**config.mk**
```make
export PLATFORM = sky130hd
export DESIGN_NAME = ccr_ram
export DESIGN_NICKNAME = d
export VERILOG_FILES = /design/src/design/ccr_ram.sv
export SDC_FILE = /design/constraint.sdc
export NUM_CORES = 1
export LEC_CHECK = 0
export BUFFER_PORTS_ARGS = -buffer_cell sky130_fd_sc_hd__buf_2
export CAP_MARGIN = 20
export CORE_MARGIN = 2
export CORE_UTILIZATION = 50
export DETAILED_ROUTE_END_ITERATION = 8
export PLACE_DENSITY_LB_ADDON = 0.05
export SLEW_MARGIN = 10
export SYNTH_ARGS = -nofsm -noshare
export SYNTH_HDL_FRONTEND = slang
export SYNTH_SLANG_ARGS = --single-unit
```
**constraint.sdc**
```tcl
create_clock -name clock -period 23.5 [get_ports clock]
set_input_delay 4.7 -clock clock [delete_from_list [all_inputs] [get_ports clock]]
set_output_delay 4.7 -clock clock [all_outputs]
set_load 0.05 [all_outputs]
```
**src/design/ccr_ram.sv**
```systemverilog
// Generic single-write, single-read RAM with registered read data.
module ccr_ram #(
   parameter int WIDTH = 96,
   parameter int DEPTH = 16
) (
   input  logic                     clock,
   input  logic                     wr_en,
   input  logic [$clog2(DEPTH)-1:0] wr_addr,
   input  logic [WIDTH-1:0]         wr_data,
   input  logic                     rd_en,
   input  logic [$clog2(DEPTH)-1:0] rd_addr,
   output logic [WIDTH-1:0]         rd_data
);

   logic [WIDTH-1:0] mem_ff [DEPTH];
   logic [WIDTH-1:0] rd_data_ff;

   always_ff @(posedge clock) begin
      if (wr_en) begin
         mem_ff[wr_addr] <= wr_data;
      end
      if (rd_en) begin
         rd_data_ff <= mem_ff[rd_addr];
      end
   end

   assign rd_data = rd_data_ff;

endmodule

```
Yosys cells after proc, flatten, opt, wreduce, memory -nomap -nowiden
Memories as Yosys holds them, arrays and structs flattened. A register that Yosys moved wholly into a read port is not among the register bits.
Cells that the tools add are included.
{ "totals": {"n_memories": 1, "regBits": 0, "wordCells": 3, "mem_bits_rw": 1536, "inputBits": 107, "out_inout_bits": 96} }
{ "memory_table": {"columns": ["memory", "depth", "width", "read_ports", "rd_ports_with_merged_regs", "write_ports", "line", "source"], "rows": [
  ["mem_ff", 16, 96, 1, 1, 1, "15", "logic [WIDTH-1:0] mem_ff [DEPTH];"]
]} }
{ "classes": {"muxes": 2} }
{ "ops": {"columns": ["operator", "n"], "rows": [
  ["1-bit 2-to-1 mux", 2]
]} }

Longest topological paths before layout
{ "logic_depth": {"depth_word": 2, "mapped_depth": 6, "ltp_nobuf": 3} }

Least setup slack after synthesis
No wires, ideal clock.
{ "synth_timing": {"kind": "in2reg", "startpoint": "in wr_addr[2]", "endpoint": "mem mem_ff[0][0], enable pin", "setup_slack_ns": 11.122, "cell_stages": 2, "n_path_buf": 0, "setup_ns": 0.670, "required_time_ns": 22.830, "arrival_ns": 11.708, "path_cell_list": "or3b_2 > nor3_1"} }
{ "synth_rtl": {"columns": ["element", "line", "source"], "rows": [
  ["start: declaration", "8", "input logic [$clog2(DEPTH)-1:0] wr_addr,"],
  ["end: declaration", "15", null]
]} }
Straight into the memory's write port.

Worst setup path in the final report
{ "layout_timing": {"startpoint": "in wr_addr[2]", "endpoint": "mem mem_ff[8][3], enable pin"} }
Straight into the memory's write port.

==> metrics.md <==
| Metric | Value |
|---|---|
| CTS tree | yes |
| Routed vias/inst | 6.06 |
| Hold-fix buffers, CTS | 0 |
| Largest family of logic cells by synthesized area | multiplexers |
| Clk buf depth | 3 |
| Adder-Cell Fraction of Synth Area | 0% |
| Post-synth top flop | edfxtp_1 |
| Kind of critical path | primary input to flop |
| Routed Antenna Nets | 0 |
| Crit path capture | mem_ff[8][3] |
| Crit path depth | 6 |
| Yosys Warn Count | 0 |
| Mux contribution to synthesized area | 14.3% |
| Fmax | 0.131 GHz |
| Global Route Usage Sum | 23.1% |
| Post-CTS sizing | 0 |
| GRT Residual Overflow | 0 |
| Ports | 203 |
| DR iter-0 viols | 2953 |
| Mean post-synth cell area | 24.5 um^2 |
| Fraction of layout cells with a size suffix above 1 | 30.1% |
| Most frequent cell after synthesis | edfxtp_1 |
| IO Port Bufs | 202 |
| Static Leakage | 0.0217 uW |
| Peak supply drop | 74.5 uV |
| Syn Inst Count | 2460 |
| Vias in the first global route | 28.6k |
| Cts bufs inserted | 166 |
| Core footprint | 0.120 mm^2 |
| Chip height | 351 um |
| Status | complete, no violations |
| Std cell rows | 127 |
| Hold Fails Final Rpt | 0 |
| Worst setup EP type | flop |
| Setup Skew | 15.9 ps |
| FF-to-FF End | rd_data[41] |
| Drt total wl | 140000 um |
| Largest net degree at the start of global routing | 97 |
| WL per Instance | 31.2 um |
| Post-Synth Simple-Gate Area | 0.817% |
| Post-CTS setup buffer count | 0 |
| RR Startpoint | mem_ff[2][41] |
| Area growth syn-to-layout | 13.3% |
| Finished Layout Cells | 4496 |
| Post-synth EDFFs | 1632 |
| Worst path bufs/invs | 4 |
| Via count | 27.3k |
| Synth cell types | 17 |
| Compound-cell area share of the yosys netlist | 2.39% |
| Arrival time at the worst endpoint | 8000 ps |
| CTS root buf | clkbuf_16 |
| Seq cells post-synth | 1632 |
| Clk Latency, worst-skew pair | 760 ps |
| PwrDens | 89.2 mW/mm^2 |
| Syn nets | 2567 |
| XOR/XNOR Fraction of Synth Area | 0% |
| Setup TNS | 0 ps |
| CTS sink count | 1632 |
| Slowest Stage Delay on Critical Path | 810 ps |
| Worst setup path startpoint | wr_addr[2] |
| Max Slew Vio Count | 0 |
| CP most frequent cell | buf_4 |
| Slew margin rel. | 23.9% |
| Delay-heaviest family, CP | buffers and inverters |
| Initial antenna violation count | 25 |
| Maxcap violations | 0 |
| H-Tree Depth | 4 |
| Crit share post-route | 32.4% |
| Detail Placement HPWL | 64300 um |
| RD Place Congestion | 0.702 |
| CP max-delay cell | nor3_2 |
| Final Util | 57.0% |
| Clock-pin slew on the worst setup and hold paths | 50 ps |
| Die width | 351 um |
| Seq/Total Area, Yosys | 81.2% |
| Die area | 0.123 mm^2 |
| Crit-path cells | buf_2 -> nand3b_1 -> nor3_2 -> buf_4 -> buf_4 -> buf_4 |
| First-pass GRT wire length | 201000 um |
| Req. time, crit path | 23890 ps |
| Minimum clock period after layout | 7610 ps |
| Placed Cells | 4198 |
| Synth area leader | edfxtp_1 |
| Initial Utilization | 50.3% |
| Fin nets | 2861 |
| Endpoints failing setup | 0 |
| CP max FO | 31 |
| Async set-reset flop share out of synthesis | 0% |
| Residual DRC | 0 |
| Tightest Pin Transition | 1140 ps |
| Startpoint types | primary input |
| DR pass1 iterations | 7 |
| Post-synth top area share | 81.2% |
| Unrepaired setup endpoints after global routing | no |
| Largest cells by area after synthesis | edfxtp_1 81%, mux4_2 14%, a22oi_1 2.4%, nand2_1 0.60%, buf_6 0.39% |
| Post-synth top cells | 1632 x edfxtp_1, 384 x mux4_2, 192 x a22oi_1 |
| Hold Path Class | flop to flop |
| Mapped cell area | 0.0603 mm^2 |
| Worst R2R Path Depth | 3 |
| R2R Setup Slk | 21970 ps |
-- area by class of cell --
cell class	count	area (um^2)
well taps	1612	2020
diodes	10	25.0
clock buffers	218	4540
flip-flops and latches	1632	49000
repair buffers	255	1500
multi-input cells	699	10700
clock inverters	70	508
fillers	8825	51500
-- sequential cells by signal (all words and copies together) (netlist names) --
| name | cells |
|---|---|
| mem_ff | 1536 |
| rd_data | 96 |
-- placed cells by master (no fill, tap or decap), types with 2 or more instances in the layout --
cell type,count
edfxtp_1,1632
mux4_2,384
buf_2,199
a22oi_1,192
clkbuf_16,175
nand2_1,97
buf_4,48
clkbuf_1,43
clkinv_1,41
clkinv_2,18
nor2_4,13
diode_2,10
bufinv_16,8
buf_12,5
nor3_2,4
nor2b_4,2
nand3b_1,2
nand2b_1,2
clkinvlp_4,2
buf_8,2
-- per-stage QoR --
step	total power, uW	cell area (um^2)	hold WS (ps)	setup WS [ps]
global route	6290	68300	766	15540
detailed placement	3690	63200	730	14950
finish	6100	68300	742	15890
floorplan	3570	60300	710	11120
CTS	6160	68300	747	15800
global placement	3680	63200	726	15020
-- tightest hold or removal path, cell delays in order, from the launching register on --
cell,delay (ps)
edfxtp_1,310
mux4_2,220
a22oi_1,60
nand2_1,50
-- power breakdown --
group	total [uW]	internal, uW	switching, uW
combinational	321	108	214
sequential	3300	3280	19.0
clock	2470	1430	1040
total	6100	4820	1270
-- routing by layer --
metal	wire, um	global-route usage [%]
met5	149	0
met4	2350	5.28
met3	9570	4.59
met2	68900	37.5
met1	59100	32.9
-- worst min path at each step --
stage / start / to / slack [ps] / cells after the start
after floorplan: mem_ff[14][0] / rd_data[0] / 710 / 3
after global placement: mem_ff[15][19] / rd_data[19] / 730 / 3
after detailed placement: mem_ff[14][69] / rd_data[69] / 730 / 3
after CTS: mem_ff[14][86] / rd_data[86] / 750 / 3
after global routing: mem_ff[14][14] / rd_data[14] / 770 / 3
final: mem_ff[14][56] / rd_data[56] / 740 / 3
-- logic make-up (layout without fill, tap and decap cells) --
kind of cell | Yosys count | after routing
AO/OA/AOI/OAI | 192 | 192
buffers and inverters | 129 | 543
flip-flops | 1632 | 1632
multiplexers | 384 | 384
other | 0 | 10
AND/OR/NAND/NOR | 123 | 123
Power figures use the tool's default switching activity.
