## config.mk

```make
export PLATFORM = sky130hd
export DESIGN_NAME = ccr_front
export DESIGN_NICKNAME = d
export VERILOG_FILES = /design/src/design/ccr_pkg.sv /design/src/design/ccr_front.sv
export SDC_FILE = /design/constraint.sdc
export NUM_CORES = 1
export LEC_CHECK = 0
export BUFFER_PORTS_ARGS = -buffer_cell sky130_fd_sc_hd__buf_2
export CAP_MARGIN = 20
export CORE_MARGIN = 3
export CORE_UTILIZATION = 44
export CTS_CLUSTER_DIAMETER = 80
export DETAILED_ROUTE_END_ITERATION = 8
export MAX_ROUTING_LAYER = met4
export PLACE_DENSITY_LB_ADDON = 0.2
export SLEW_MARGIN = 30
export SYNTH_ARGS = -nofsm -noshare
export SYNTH_HDL_FRONTEND = slang
export SYNTH_SLANG_ARGS = --single-unit
```

## constraint.sdc

```tcl
create_clock -name clock -period 4.35 [get_ports clock]
set_clock_uncertainty 0.2 [all_clocks]
set_input_delay 0.435 -clock clock [delete_from_list [all_inputs] [get_ports clock]]
set_output_delay 0.435 -clock clock [all_outputs]
set_load 0.1 [all_outputs]
```

## src/design/ccr_pkg.sv

```systemverilog
// Shared constants, types and field layout for the closed Catmull-Rom evaluator.
package ccr_pkg;

   localparam int IDX_W      = 4;
   localparam int MAX_POINTS = 2 ** IDX_W;
   localparam int CNT_W      = IDX_W + 1;
   localparam int COORD_W    = 32;
   localparam int AXES       = 3;
   localparam int POINT_W    = AXES * COORD_W;
   localparam int TAPS       = 4;
   localparam int T_W        = 16;
   localparam int ACC_W      = 38;
   localparam int PROD_W     = ACC_W + T_W;
   localparam int ROUND_HALF = 1 << (T_W - 1);
   localparam int COUNT_RESET = 4;
   localparam int LAST_STAGE = 9;

   localparam int IDX_LSB    = 0;
   localparam int X_LSB      = IDX_LSB + IDX_W;
   localparam int U_LSB      = X_LSB + POINT_W;
   localparam int REQ_USED   = U_LSB + T_W;
   localparam int REQ_DATA_W = ((REQ_USED + 7) / 8) * 8;

   localparam int TAN_LSB    = AXES * COORD_W;
   localparam int SEG_LSB    = 2 * AXES * COORD_W;
   localparam int RSP_DATA_W = ((SEG_LSB + IDX_W + 7) / 8) * 8;

   typedef enum logic {
      ACTION_LOAD,
      ACTION_EVAL
   } action_type;

   typedef struct packed {
      action_type           action;
      logic [IDX_W-1:0]     slot;
      logic [POINT_W-1:0]   point;
      logic [IDX_W-1:0]     seg;
      logic [T_W-1:0]       frac;
   } front_type;

   typedef logic [TAPS-1:0][IDX_W-1:0] taps_type;
   typedef logic [LAST_STAGE:1]        stage_vec_type;

endpackage

```

## src/design/ccr_front.sv

```systemverilog
// Input stage: segment and fraction from the curve parameter, and the four wrapped table addresses.
module ccr_front (
   input  logic                            clock,
   input  logic                            advance,
   input  logic                            req_tuser,
   input  logic [ccr_pkg::REQ_DATA_W-1:0]  req_tdata,
   input  logic [ccr_pkg::CNT_W-1:0]       count,
   output ccr_pkg::front_type              st1,
   output ccr_pkg::taps_type               rd_addr
);
   import ccr_pkg::*;

   front_type                st1_ff;
   front_type                st1_in;
   logic [T_W+CNT_W-1:0]     scaled;
   logic [CNT_W-1:0]         last;
   logic [CNT_W-1:0]         next1;
   logic [CNT_W-1:0]         next2;

   always_comb begin
      scaled        = (T_W + CNT_W)'(req_tdata[U_LSB +: T_W]) * (T_W + CNT_W)'(count);
      st1_in.action = action_type'(req_tuser);
      st1_in.slot   = req_tdata[IDX_LSB +: IDX_W];
      st1_in.point  = req_tdata[X_LSB +: POINT_W];
      st1_in.seg    = scaled[T_W +: IDX_W];
      st1_in.frac   = scaled[T_W-1:0];
   end

   always_ff @(posedge clock) begin
      if (advance) begin
         st1_ff <= st1_in;
      end
   end

   always_comb begin
      last  = count - CNT_W'(1);
      next1 = {1'b0, st1_ff.seg} + CNT_W'(1);
      rd_addr[1] = st1_ff.seg;
      rd_addr[0] = (st1_ff.seg == '0) ? last[IDX_W-1:0] : st1_ff.seg - IDX_W'(1);
      rd_addr[2] = (next1 == count) ? '0 : next1[IDX_W-1:0];
      next2 = {1'b0, rd_addr[2]} + CNT_W'(1);
      rd_addr[3] = (next2 == count) ? '0 : next2[IDX_W-1:0];
   end

   assign st1 = st1_ff;

endmodule

```

# [Word level (Yosys, flattened, before mapping)]
# Cells that the tools add are included.
[classes] mul=1 reduce_logical=1 muxes=3 n_eq_ne=2 addsub=4
[ops] cell="$mul 16x5->20" count=1
[ops] cell="$mux 4" count=3
[ops] cell="$add 4x1->5 const B" count=2
[ops] cell="$eq 5x5->1" count=2
[ops] cell="$sub 4x1->4 const B" count=2
[ops] cell="$logic_not 4->1" count=1
[word_totals] ff_bits=121 wordCells=16 out_inout_bits=137

# [Logic depth before layout (Yosys ltp)]
# Gate-level depths: netlist (run 1).
[depth] depth_word=6 depth_mapped=17

# [Worst setup path before layout (run 1)]
# Ideal clock, no wire load.
[synth_path] path_type="register to output" startpoint="register st1_ff (netlist bit rd_addr[4])" endpoint="output port rd_addr[13] (netlist bit)" arrival_ns=5.699 path_slack_ns=-1.984 path_stages_with_launch=15 path_cell_list="edfxtp_1 inv_1 ha_1 xor2_1 a21o_1 a211oi_4 o21ai_0 and2_1 ha_1 clkbuf_1 nand3_1 o22a_1 a211oi_1 nor4b_2 a31oi_1"
[synth_rtl] element="from (decl)" line="ccr_front.sv:13" source="front_type st1_ff;"
[synth_rtl] element="from (signal assigned)" line="ccr_front.sv:31" source="st1_ff <= st1_in;"
[synth_rtl] element="to (decl)" line="ccr_front.sv:9" source="output ccr_pkg::taps_type rd_addr"

==> results of run 1 <==
==> metrics by stage <==
step | cell area, um^2 | hold slack, ns | instances | TNS, ns | utilization (%)
2_1_floorplan | 6870 | 0.334 | 518 | -1.36 | -
3_3_place_gp | 8490 | 0.412 | 969 | -0.270 | 57.7
3_5_place_dp | 8490 | 0.413 | 969 | -0.700 | 57.7
4_1_cts | 10100 | 0.00296 | 1105 | 0 | 68.8
5_1_grt | 10100 | 0.00472 | 1107 | -0.124 | 69.0
6_report | 10100 | 0.0210 | 1107 | 0 | 69.0
==> synth_stat cells, types with 3 or more instances <==
cell        n  area [um^2]
fa_1       41          821
xor2_1      8         70.1
nor2_1     15         56.3
o21ai_0    13         65.1
nand2_1    43          161
xnor2_1    17          149
nand3_1     5         25.0
inv_1      64          240
nand2b_1    6         37.5
nor2b_1     4         25.0
o21a_1      4         30.0
nor3_1      3         15.0
o21ai_1     3         15.0
buf_4       5         37.5
and2_1     52          325
a211oi_1    4         30.0
o21bai_1    4         30.0
a31oi_1     6         37.5
edfxtp_1  121         3630
clkbuf_1    9         33.8
ha_1       32          400
a21o_1      5         37.5
a21oi_1    20          100
==> layout make-up <==
class,instances,area (um^2)
inverter,64,240
clock inverter,14,164
multi-input combinational,315,2890
fill,1046,4550
sequential,121,3630
timing repair buffer,391,2560
tap,184,230
clock buffer,18,429
==> cells in the final DEF (no fill, tap or decap), types with 15 or more instances in the layout <==
| cell type | netlist | routed |
|---|---|---|
| buf_2 | 2 | 254 |
| nor2_1 | 15 | 15 |
| fa_1 | 41 | 41 |
| a21oi_1 | 20 | 17 |
| nand2_1 | 43 | 43 |
| clkbuf_16 | 0 | 17 |
| buf_4 | 5 | 35 |
| xnor2_1 | 17 | 16 |
| and2_1 | 52 | 50 |
| ha_1 | 32 | 29 |
| inv_1 | 64 | 62 |
| edfxtp_1 | 121 | 121 |
| dlygate4sd3_1 | 0 | 100 |
==> power by group <==
group | internal (mW) | switching (mW)
registers | 1.49 | 0.0627
clock network | 0.858 | 0.541
logic | 1.05 | 3.08
==> logic make-up after synthesis <==
family / share of synthesized area [%]
DFF: 54.3
xor gates and xnor gates: 3.76
muxes: 0.150
and+or+nand+nor: 11.6
AOI/OAI and AO/OA: 6.77
adders and majority gates: 18.3
buffers and inverters: 5.15
==> registers in the layout (all words and copies together) (netlist names) <==
register / cells
rd_addr: 4
st1: 117
==> routing by layer <==
layer  share of wire [%]  global-route usage (%)  wire (um)
met1                  38                    26.2       7120
met2                  55                    40.8      10100
met3                 5.6                    4.16       1040
met4                 1.5                    5.62        269
met5                   0                       -          0
==> worst max-delay path by stage <==
| stage | startpoint | slack (ns) | to |
|---|---|---|---|
| 2_1_floorplan | rd_addr[4] | -0.37 | rd_addr[13] |
| 3_3_place_gp | count[4] | -0.08 | rd_addr[5] |
| 3_5_place_dp | count[4] | -0.16 | rd_addr[7] |
| 4_1_cts | rd_addr[4] | 0.11 | rd_addr[14] |
| 5_1_grt | rd_addr[4] | -0.05 | rd_addr[14] |
| 6_report | rd_addr[4] | 0.17 | rd_addr[14] |
==> timing repair <==
item	4_1_cts	5_1_grt
hold buffers	100	0
gates resized for setup	4	4
hold endpoints to repair	100	0
pin swaps	1	1
setup endpoints to repair	4	6
buffers inserted	4	2
==> flow_metrics.env, run 1 <==
export IMPL_worstSetupEndpointType="primary output"
export IMPL_slowest_delay_ns=0.40
export IMPL_ys_warn_count=0
export IMPL_status="complete, no violations"
export IMPL_p_per_area_mw_per_mm2=697
export IMPL_report_final_slew_viol_count=0
export IMPL_htreeDepth=4
export IMPL_syn_nets=719
export IMPL_clkSinkCount=121
export IMPL_cts_tree="yes"
export IMPL_start_kind="flip-flop"
export IMPL_path_cells="buf_4 -> ha_4 -> and4b_1 -> o21ai_2 -> a211oi_4 -> o21ai_2 -> and2_4 -> ha_4 -> nand2_1 -> o22a_1 -> a211oi_2 -> nor4b_4 -> buf_4 -> a31oi_4 -> buf_4"
export IMPL_first_iter_violations=246
export IMPL_core_mm2=0.0147
export IMPL_place_worst_setup_slack_ns=-0.155
export IMPL_netlist_instances=518
export IMPL_crit_buf_inv=3
export IMPL_min_delay_start="req_tdata[5]"
export IMPL_synth_avg_cell_area_um2=12.9
export IMPL_period_minus_slack_ns=4.18
export IMPL_first_pass_iters=4
export IMPL_fin_nets=1111
export IMPL_clock_path_buffers=2
export IMPL_holdPathEnd="st1[21]"
export IMPL_synth_flop_cell="edfxtp_1"
export IMPL_die_x_um=129
export IMPL_worstHoldPathCells=1
export IMPL_hold_viol_final=0
export IMPL_syn2layout_area_growth_pct=51.8
export IMPL_peakVddDrop_mv=0.874
export IMPL_antenna_found_initial=0
export IMPL_timing_fmax_mhz=239
export IMPL_maxCapViolCount=0
export IMPL_routed_wl_um=18500
export IMPL_cp_top_family="compound AO/OA/AOI/OAI gates"
export IMPL_worst_slew_pin_slew_ns=0.862
export IMPL_wl_per_cell_um=16.7
export IMPL_grt_first_pass_wirelength_um=28400
export IMPL_cp_arrival_ns=3.55
export IMPL_yosysSeqAreaShare_pct=54.3
export IMPL_antenna_left=0
export IMPL_fin_crit_sh_pct=96.1
export IMPL_viasPerCell=4.92
export IMPL_grt_usage_pct=22.6
export IMPL_cp_required_ns=3.71
export IMPL_synth_async_reset_ratio_pct=0
export IMPL_drive_gt1_share_pct=37.6
export IMPL_overflow=0
export IMPL_diodes=0
export IMPL_synth_enable_flop_cells=121
export IMPL_worst_path_stages=15
export IMPL_cpMostUsedCell="buf_4"
export IMPL_ys_ff_latch=121
export IMPL_numCtsBuffers=17
export IMPL_io_buffers=260
export IMPL_gp_congestion=0.854
export IMPL_crit_path_top_delay_cell="edfxtp_1"
export IMPL_initial_core_util_pct=45.5
export IMPL_hpwl_um=12800
export IMPL_relSlewSlack_pct=42.5
export IMPL_rows=44
export IMPL_leakagePower_nw=4.59
export IMPL_syn_cell_area_mm2=0.00669
export IMPL_fp_dieH_um=129
export IMPL_post_route_drc_count=0
export IMPL_grt_max_degree=67
export IMPL_crit_fanout=8
export IMPL_path_clk_slew_ns=0.06
export IMPL_ios=265
export IMPL_yosysUniqueCellTypes=51
export IMPL_finalSetupViolCount=0
export IMPL_cts_root_buf="clkbuf_16"
export IMPL_first_global_vias=5510
export IMPL_num_vias=5451
export IMPL_setup_ws_ns=0.169
export IMPL_die_area_mm2=0.0167
export IMPL_hp_class="in -> reg"
export IMPL_path_class="reg -> out"
export IMPL_power_mw=7.08
Note: power is estimated with default switching activity, not from simulation.
==> run 2: changes to the inputs <==
--- a/config.mk
+++ b/config.mk
@@ -8,7 +8,7 @@
 export BUFFER_PORTS_ARGS = -buffer_cell sky130_fd_sc_hd__buf_2
 export CAP_MARGIN = 20
 export CORE_MARGIN = 3
-export CORE_UTILIZATION = 44
+export CORE_UTILIZATION = 45
 export CTS_CLUSTER_DIAMETER = 80
 export DETAILED_ROUTE_END_ITERATION = 8
 export MAX_ROUTING_LAYER = met4
==> flow_metrics.env, run 2 (same netlist as run 1, synthesis figures left out) <==
export IMPL_status="complete, no violations"
export IMPL_cp_top_family="compound AO/OA/AOI/OAI gates"
export IMPL_syn2layout_area_growth_pct=51.4
export IMPL_fin_crit_sh_pct=95.9
export IMPL_crit_buf_inv=3
export IMPL_grt_max_degree=122
export IMPL_hold_viol_final=0
export IMPL_die_x_um=128
export IMPL_path_class="reg -> out"
export IMPL_worstSetupEndpointType="primary output"
export IMPL_viasPerCell=4.97
export IMPL_holdPathEnd="st1[23]"
export IMPL_period_minus_slack_ns=4.17
export IMPL_worst_slew_pin_slew_ns=0.655
export IMPL_fin_nets=1111
export IMPL_largest_reg_flops=117
export IMPL_path_cells="inv_2 -> ha_4 -> xor2_1 -> a21o_1 -> a211oi_4 -> o21ai_2 -> and2_4 -> ha_4 -> xor2_1 -> o2111ai_1 -> a21oi_1 -> nor4b_4 -> buf_4 -> a31oi_4 -> buf_4"
export IMPL_timing_fmax_mhz=240
export IMPL_num_vias=5483
export IMPL_cts_root_buf="clkbuf_16"
export IMPL_first_iter_violations=269
export IMPL_report_final_slew_viol_count=0
export IMPL_io_buffers=260
export IMPL_worstHoldPathCells=1
export IMPL_grt_usage_pct=22.4
export IMPL_rows=43
export IMPL_clock_path_buffers=2
export IMPL_min_delay_start="req_tdata[7]"
export IMPL_fp_dieH_um=128
export IMPL_dpl_instance_area_mm2=0.00849
export IMPL_fin_tns_setup_ns=0
export IMPL_die_area_mm2=0.0164
export IMPL_final_common_cell="buf_2"
export IMPL_path_clk_slew_ns=0.06
export IMPL_dp_cells=966
export IMPL_initial_core_util_pct=47.1
export IMPL_cp_arrival_ns=3.54
export IMPL_hp_class="in -> reg"
export IMPL_final_util_pct=71.3
export IMPL_cp_required_ns=3.71
export IMPL_fin_area_mm2=0.0101
export IMPL_first_pass_iters=6
export IMPL_htreeDepth=4
export IMPL_final_cell_mix="255 x buf_2, 121 x edfxtp_1, 100 x dlygate4sd3_1, 62 x inv_1, 50 x and2_1"
export IMPL_antenna_left=0
export IMPL_rsz0062_at_grt="false"
export IMPL_p_per_area_mw_per_mm2=693
export IMPL_maxCapViolCount=0
export IMPL_routed_wl_um=18200
export IMPL_start_kind="flip-flop"
export IMPL_overflow=0
export IMPL_finalSetupViolCount=0
export IMPL_core_mm2=0.0142
export IMPL_relSlewSlack_pct=56.4
export IMPL_crit_path_top_delay_cell="edfxtp_1"
export IMPL_wl_per_cell_um=16.5
export IMPL_cts_tree="yes"
export IMPL_grt_first_pass_wirelength_um=27600
export IMPL_numCtsBuffers=17
export IMPL_post_route_drc_count=0
export IMPL_peakVddDrop_mv=0.760
export IMPL_drive_gt1_share_pct=37.5
export IMPL_crit_fanout=8
export IMPL_hpwl_um=12800
export IMPL_first_global_vias=5490
export IMPL_slowest_delay_ns=0.49
export IMPL_antenna_found_initial=0
export IMPL_ios=265
export IMPL_place_worst_setup_slack_ns=-0.147
export IMPL_clkSinkCount=121
export IMPL_setup_ws_ns=0.177
export IMPL_fin_cells=1104
export IMPL_leakagePower_nw=4.57
export IMPL_gp_congestion=0.863
## run 2: cell types whose count changed in the layout (fill, tap and decap cells not counted), sizes merged
cell,previous run,this run
clkinvlp,2,5
clkbuf,19,17
clkinv,5,3
buf,290,291
bufinv,2,1
diode,0,1
inv,69,70
## run 2: per-stage QoR
| stage | power [mW] | hold WS (ns) |
|---|---|---|
| 5_1_grt | 7.33 | -0.00557 |
| 3_3_place_gp | 5.49 | 0.412 |
| 4_1_cts | 7.02 | 0.00271 |
| 3_5_place_dp | 5.55 | 0.413 |
| 2_1_floorplan | 4.88 | 0.334 |
| 6_report | 7.01 | 0.0253 |
## run 2: worst max-delay path by stage
stage,cells past startpoint,to,slack (ns),from
4_1_cts,14,rd_addr[13],0.005,rd_addr[5]
5_1_grt,15,rd_addr[14],0.03,rd_addr[4]
3_5_place_dp,13,rd_addr[7],-0.15,count[4]
2_1_floorplan,14,rd_addr[13],-0.37,rd_addr[4]
6_report,15,rd_addr[13],0.18,rd_addr[5]
3_3_place_gp,13,rd_addr[5],-0.08,count[4]
## run 2: repair_timing
action,4_1_cts,5_1_grt
hold endpoints to repair,96,4
gates resized for setup,4,1
hold buffers,96,4
cloned,0,0
pin swaps,1,1
buffers inserted,1,4
endpoints found under the setup margin,4,4
## run 2: layer usage
| metal | vias up | GRT usage, % | share of wire, % | wire length [um] |
|---|---|---|---|---|
| met5 | - | - | 0 | 0 |
| li1 | 2560 | - | - | - |
| met2 | 201 | 38.7 | 53 | 9600 |
| met1 | 2685 | 25.2 | 38 | 7000 |
| met3 | 37 | 6.00 | 5.8 | 1060 |
| met4 | 0 | 7.43 | 3.0 | 551 |
## run 2: layout make-up
class	instances	area (um^2)
Fill cell	1014	4080
Sequential cell	121	3630
Multi-Input combinational cell	315	2880
Timing Repair Buffer	391	2570
Clock buffer	17	425
Inverter	64	240
Tap cell	180	225
Clock inverter	15	143
Antenna cell	1	2.50
## run 2: power breakdown
part,internal [mW],switching [mW]
clock,0.796,0.542
combinational,1.05,3.07
sequential,1.49,0.0694
